==> config.mk <==
export PLATFORM = sky130hd
export DESIGN_NAME = ft2_ctrl
export DESIGN_NICKNAME = d
export VERILOG_FILES = /design/src/hw/rtl/ft2_pkg.sv /design/src/hw/rtl/ft2_ctrl.sv
export SDC_FILE = /design/constraint.sdc
export NUM_CORES = 1
export LEC_CHECK = 0
export BUFFER_PORTS_ARGS = -buffer_cell sky130_fd_sc_hd__buf_2
export CORE_AREA = 4 4 41 43
export CTS_CLUSTER_DIAMETER = 200
export DETAILED_ROUTE_END_ITERATION = 10
export DIE_AREA = 0 0 45 47
export SYNTH_ARGS = -nofsm -noshare
export SYNTH_HDL_FRONTEND = slang
export SYNTH_SLANG_ARGS = --single-unit
==> constraint.sdc <==
create_clock -name clk_i -period 1.2 [get_ports clk_i]
set_input_delay 0.12 -clock clk_i [delete_from_list [all_inputs] [get_ports clk_i]]
set_output_delay 0.12 -clock clk_i [all_outputs]
set_load 0.02 [all_outputs]
==> src/hw/rtl/ft2_pkg.sv <==
// ----------------------------------------------------------------------------
// ft2_pkg: shared types and constants of the 2-D Fenwick tree sum block
// Request codes, register indexes, controller states and the command and
// status bundles between the controller and the datapath.
// ----------------------------------------------------------------------------
package ft2_pkg;

  localparam int unsigned MAX_ROWS_DEF  = 64;
  localparam int unsigned MAX_COLS_DEF  = 64;
  localparam int unsigned SUM_WIDTH_DEF = 32;

  localparam int unsigned IDX_W     = 6;   // request row/column index
  localparam int unsigned CNT_W     = 7;   // rows/cols in use register
  localparam int unsigned VAL_W     = 32;  // add value
  localparam int unsigned RES_W     = 32;  // sum result
  localparam int unsigned CFG_IDX_W = 2;

  localparam logic [CNT_W-1:0] CNT_RESET = 7'd64;

  localparam logic [CFG_IDX_W-1:0] CFG_ROWS = 2'd0;
  localparam logic [CFG_IDX_W-1:0] CFG_COLS = 2'd1;

  typedef enum logic [1:0] {
    ACT_ADD    = 2'd0,
    ACT_RECT   = 2'd1,
    ACT_SUFFIX = 2'd2,
    ACT_CLEAR  = 2'd3
  } action_e;

  typedef enum logic [2:0] {
    ST_INIT,
    ST_IDLE,
    ST_DECODE,
    ST_CLEAR,
    ST_SETUP,
    ST_WALK,
    ST_DONE
  } state_e;

  typedef struct packed {
    logic load;       // capture request, clear accumulator
    logic clr_step;   // write one zero entry of the clearing sweep
    logic walk_init;  // load walk start for current prefix
    logic walk_step;  // issue one tree read and advance the walk
    logic pfx_next;   // advance to next prefix term
  } ft2_cmd_t;

  typedef struct packed {
    action_e action;
    logic    bad;
    logic    clr_last;
    logic    walk_act;
    logic    pfx_last;
  } ft2_stat_t;

endpackage

==> src/hw/rtl/ft2_ctrl.sv <==
// ----------------------------------------------------------------------------
// ft2_ctrl: request sequencer
// Steps the datapath through clearing sweeps, point-add walks and the four
// prefix walks of a rectangle or suffix sum.
// ----------------------------------------------------------------------------
module ft2_ctrl (
  input  logic                clk_i,
  input  logic                rst_ni,
  input  logic                start_i,
  output logic                busy_o,
  output logic                done_o,
  input  ft2_pkg::ft2_stat_t  stat_i,
  output ft2_pkg::ft2_cmd_t   cmd_o
);
  import ft2_pkg::*;

  state_e state_q, state_d;

  always_ff @(posedge clk_i or negedge rst_ni) begin
    if (!rst_ni) begin
      state_q <= ST_INIT;
    end else begin
      state_q <= state_d;
    end
  end

  // Next state
  always_comb begin
    state_d = state_q;
    case (state_q)
      ST_INIT: begin
        if (stat_i.clr_last) state_d = ST_IDLE;
      end
      ST_IDLE: begin
        if (start_i) state_d = ST_DECODE;
      end
      ST_DECODE: begin
        if (stat_i.bad) begin
          state_d = ST_DONE;
        end else if (stat_i.action == ACT_CLEAR) begin
          state_d = ST_CLEAR;
        end else begin
          state_d = ST_SETUP;
        end
      end
      ST_CLEAR: begin
        if (stat_i.clr_last) state_d = ST_DONE;
      end
      ST_SETUP: begin
        state_d = ST_WALK;
      end
      ST_WALK: begin
        if (!stat_i.walk_act) begin
          if (stat_i.action == ACT_ADD || stat_i.pfx_last) begin
            state_d = ST_DONE;
          end else begin
            state_d = ST_SETUP;
          end
        end
      end
      ST_DONE: begin
        state_d = ST_IDLE;
      end
      default: begin
        state_d = ST_IDLE;
      end
    endcase
  end

  // Outputs
  always_comb begin
    cmd_o  = '0;
    busy_o = 1'b1;
    done_o = 1'b0;
    case (state_q)
      ST_INIT:   cmd_o.clr_step = 1'b1;
      ST_IDLE: begin
        busy_o     = 1'b0;
        cmd_o.load = start_i;
      end
      ST_DECODE: ;
      ST_CLEAR:  cmd_o.clr_step = 1'b1;
      ST_SETUP:  cmd_o.walk_init = 1'b1;
      ST_WALK: begin
        cmd_o.walk_step = stat_i.walk_act;
        cmd_o.pfx_next  = !stat_i.walk_act && stat_i.action != ACT_ADD && !stat_i.pfx_last;
      end
      ST_DONE:   done_o = 1'b1;
      default:   busy_o = 1'b1;
    endcase
  end

  a_cmd_onehot: assert property (@(posedge clk_i) disable iff (!rst_ni)
    $onehot0({cmd_o.load, cmd_o.clr_step, cmd_o.walk_init, cmd_o.walk_step, cmd_o.pfx_next}))
    else $error("ft2_ctrl: more than one datapath command");

  a_start_decode: assert property (@(posedge clk_i) disable iff (!rst_ni)
    (start_i && !busy_o) |=> (state_q == ST_DECODE))
    else $error("ft2_ctrl: accepted request not decoded");

  a_done_idle: assert property (@(posedge clk_i) disable iff (!rst_ni)
    done_o |=> (state_q == ST_IDLE))
    else $error("ft2_ctrl: result strobe not followed by idle");

endmodule

## Word-level counts from Yosys, hierarchy flattened

Index checks and enable logic that the tools add are counted.

- Equality and inequality tests: 11
- Reduce and logical (&&, ||, !) cells: 10
- Muxes and demuxes: 14

Operators by type and width:

| cell | number |
|---|---|
| 2-to-1 mux 3 bit | 6 |
| one-hot mux 3 bit (6 select lines) | 1 |
| == test 3 bit, second input constant | 3 |
| inequality test 2 bit, second input constant | 4 |
| == test 3 x 2 -> 1 bit, second input constant | 2 |
| 2-to-1 mux 1 bit | 5 |
| 2-to-1 mux 2 bit | 2 |
| AND reduction 4 bit | 1 |
| == test 3 x 1 -> 1 bit, second input constant | 1 |
| zero test 3 bit | 1 |
| == test 2 bit, second input constant | 1 |
| logical AND 1 bit | 2 |
| zero test 1 bit | 2 |
| zero test 2 bit | 1 |
| nonzero test 2 bit | 1 |
| OR reduction 2 bit | 1 |
| logical OR 1 bit | 1 |

- Output and inout bits: 7
- Register bits: 3

## Logic depth before layout (Yosys ltp)

- Depth after elaboration: 5
- Depth in mapped cells: 5

## Least setup slack after synthesis

No wires, ideal clock.

- Path type: register -> register
- Start: register state_q[0]
- End: register state_q[0]
- Stages on the path, launching flop included: 6
- Arrival time: 1155 ps
- Path buffers: 1
- Slack: -80 ps
- Clock period less this slack: 1280 ps
- Path through: dfrtp_1 > buf_4 > nor2b_4 > nand3_2 > o211a_1 > mux2_4

- Cells in the longest elaborated chain, start to end: 3
- Elaborated cells between the ends (all ways): 12

RTL lines:

| what | line | RTL |
|---|---|---|
| start: declaration | ft2_ctrl.sv:17 | `state_e state_q, state_d;` |
| start signal: assignment | ft2_ctrl.sv:23 | `state_q <= state_d;` |
| == test 3 x 2 -> 1 bit, or another cell as far along | ft2_ctrl.sv:30 | `case (state_q)` |
| inequality test 2 bit (no line) | n/a |  |
| AND reduction 4 bit (no line) | n/a |  |

Parallel ways exist; a longest one is shown, timed or not.
A chain may end at the register's enable or synchronous reset.

==> impl_metrics.ini <==
[pwr]
p_int_uw = 954
irDropWorstVdd_mv = 0.916
power_frac_seq_pct = 14.1
p_clk_share_pct = 11.9
leakagePower_nw = 0.297
sw_frac_of_total_pct = 39.1
powerDensity_nw_per_um2 = 2730
power_frac_comb_pct = 74.1
power.switching_uw = 613
total_power_mw = 1.57

[layout]
fin_util_pct = 44.0
syn2layout_area_growth_pct = 97.4
n_fill_cell = 139
nets = 78
final_cell_mix = buf_4, buf_2, buf_6, nor2_1
antenna_cells = 0
regArea_um2 = 76.3
largest_reg_flops = 3
max_flop_register = state_q
top_regs = state_q: 3 flops
multi_input_area_um2 = 224
final_common_cell = buf_4
drive_above_1_share_pct = 61.8

[synth]
synthTopCellsByArea = dfrtp_1, nor2_1, nand2b_1
synthSimpleGateAreaFrac_pct = 44.0
ys_seq_elements = 3
synth_top_family_by_area = simple AND/OR/NAND/NOR gates
synth_fa_ha_area_share_pct = 0
synth_top_area_share_pct = 25.9
synth_seq_area_share_pct = 25.9
synth.avg_cell_area_um2 = 7.85
synthDistinctLibCells = 21
netlist_area_um2 = 290
synth_largest_area_cell = dfrtp_1
synth_xor_area_share_pct = 0
syn_nets = 46
synth_cells = 37
synth-compound-area-share_pct = 13.4
synth_mux_area_share_pct = 8.62
yosysWarnings = 0

[critical_path]
rr_startpoint = state_q[0]
worst_ep_required_time_ns = 1.08
cpPeakStageDelay_ns = 0.42
path_delay_family = flip-flops
regToRegSetupSlack_ns = -0.11
crit_slowest_cell = dfrtp_2
path_cells = nor2b_4 -> buf_6 -> nand3_2 -> nor2_1 -> buf_4
critPathMaxFanout = 4
r2r_end = state_q[0]
cp-end-kind = output port
reg2regPathDepth = 5
worst_ep_arrival_time_ns = 1.20
path_buf_inv = 2
cp-start-kind = flop
critical_path_class = flop to output port

[timing]
worstMarginPinSlew_ns = 0.187
fmax_mhz = 755
whs_ns = 0.214
maxSlewHeadroom_pct = 87.5
setup_viol = 8
rsz0062_at_grt = true
period_share_pct = 110
timing_hold_violations_final = 0
fin_crit_ns = 1.32
finClkSkew_ns = 0.00463
slew_viol_final = 0
timing.final.ws_setup_ns = -0.124

[global_routing]
grt_start_max_net_pins = 6
gr-usage-all-layers_pct = 9.32
grt_pass1_wl_um = 1330
first_global_vias = 358
overflow = 0
grt_antenna_before_repair = 0

[floorplan]
start_util_pct = 22.3
rows = 13
die_w_um = 45
die_h_um = 47
die_area_um2 = 2120
io_pins = 16
core_um2 = 1300

[drt]
antenna_left = 0
num_vias = 361
route.detailed.drc = 0
wire_per_inst_um = 10.7
drt_iter0_drc = 2
totalWireLength_um = 885
avgViaCountPerCell = 4.35
drt_pass1_iterations = 4

[job]
maxCapViolCount = 0

[cts]
cts_tree = yes
clockBufferDepth = 2
clock_latency_ns = 0.24
cts_made_buffers = 3
root_buffer = clkbuf_4
clkSinkCount = 3
clk_pin_slew_ns = 0.04
htree_num_levels = 1

[run_status]
violations = negative setup slack
status = complete, but fails checks

[placement]
portBuffers = 15
hpwlAfterDp_um = 611
routabilityCongestion = 0.841

[hold_path]
hp-class = primary input to async pin
==> power by group through the flow <==
stage / clock, mW / sequential [mW] / combinational, mW
2_1_floorplan: 0 / 0.207 / 0.587
3_3_place_gp: 0 / 0.242 / 0.864
3_5_place_dp: 0 / 0.243 / 0.868
4_1_cts: 0.190 / 0.216 / 1.10
5_1_grt: 0.196 / 0.229 / 1.26
6_report: 0.186 / 0.221 / 1.16
==> synth_stat cells <==
cell	instances
nor2_1	6
dfrtp_1	3
inv_1	3
nand2_1	3
nand2b_1	3
o21ai_0	3
nand3_1	2
a21oi_1	1
a31o_1	1
and3b_1	1
buf_2	1
buf_4	1
mux2_4	1
mux2i_1	1
nand2b_4	1
nand3_2	1
nor2b_1	1
nor2b_4	1
nor3_1	1
nor3b_1	1
o211a_1	1
==> layout make-up <==
cell class	instances	share of cell area (%)
Clock buffer	4	4.59
Inverter	3	1.97
Multi-Input combinational cell	29	39.1
Sequential cell	3	13.3
Tap cell	15	3.28
Timing Repair Buffer	29	37.8
==> through the flow <==
stage / instances / setup slack (ns) / TNS (ns) / cell area (um2)
floorplan: 37 / -0.0678 / -0.105 / 299
global placement: 74 / -0.0369 / -0.0369 / 442
detailed placement: 74 / -0.0414 / -0.0414 / 442
CTS: 83 / -0.121 / -0.662 / 549
global route: 83 / -0.201 / -1.08 / 573
finish: 83 / -0.124 / -0.603 / 573
==> layer usage <==
| layer | vias up | global-route usage, % | wire length, um |
|---|---|---|---|
| met1 | 163 | 8.41 | 325 |
| met4 | 0 | 8.77 | 12 |
| met3 | 2 | 2.30 | 59 |
| met2 | 10 | 16.9 | 487 |
| met5 | - | 0 | 0 |
| li1 | 186 | - | - |
==> worst register-to-register path: stages (launching register included) <==
cell	delay, ns
dfrtp_1	0.39
nor2b_4	0.14
buf_4	0.13
nand3_4	0.06
o211a_1	0.18
mux2_4	0.30
==> cells by family after synthesis <==
family | after synthesis
simple gates | 21
flops | 3
mux | 2
buf+inv | 5
compound gates | 6
==> worst max-delay path by stage <==
stage,from,to,slack (ns),cells after the start
3_3_place_gp,state_q[1],state_q[0],-0.04,4
3_5_place_dp,state_q[1],state_q[0],-0.04,4
5_1_grt,state_q[1],cmd_o[0],-0.20,5
2_1_floorplan,state_q[2],state_q[0],-0.07,4
6_report,state_q[1],cmd_o[0],-0.12,5
4_1_cts,state_q[1],cmd_o[4],-0.12,5
==> timing repair <==
| item | CTS | global route |
|---|---|---|
| hold endpoints to repair | 3 | 0 |
| gates resized for setup | 14 | 5 |
| hold buffers | 1 | 0 |
| pin swaps | 2 | 2 |
| setup endpoints to repair | 8 | 10 |
| buffers inserted | 4 | 0 |
Note: power is estimated with default switching activity, not from simulation.
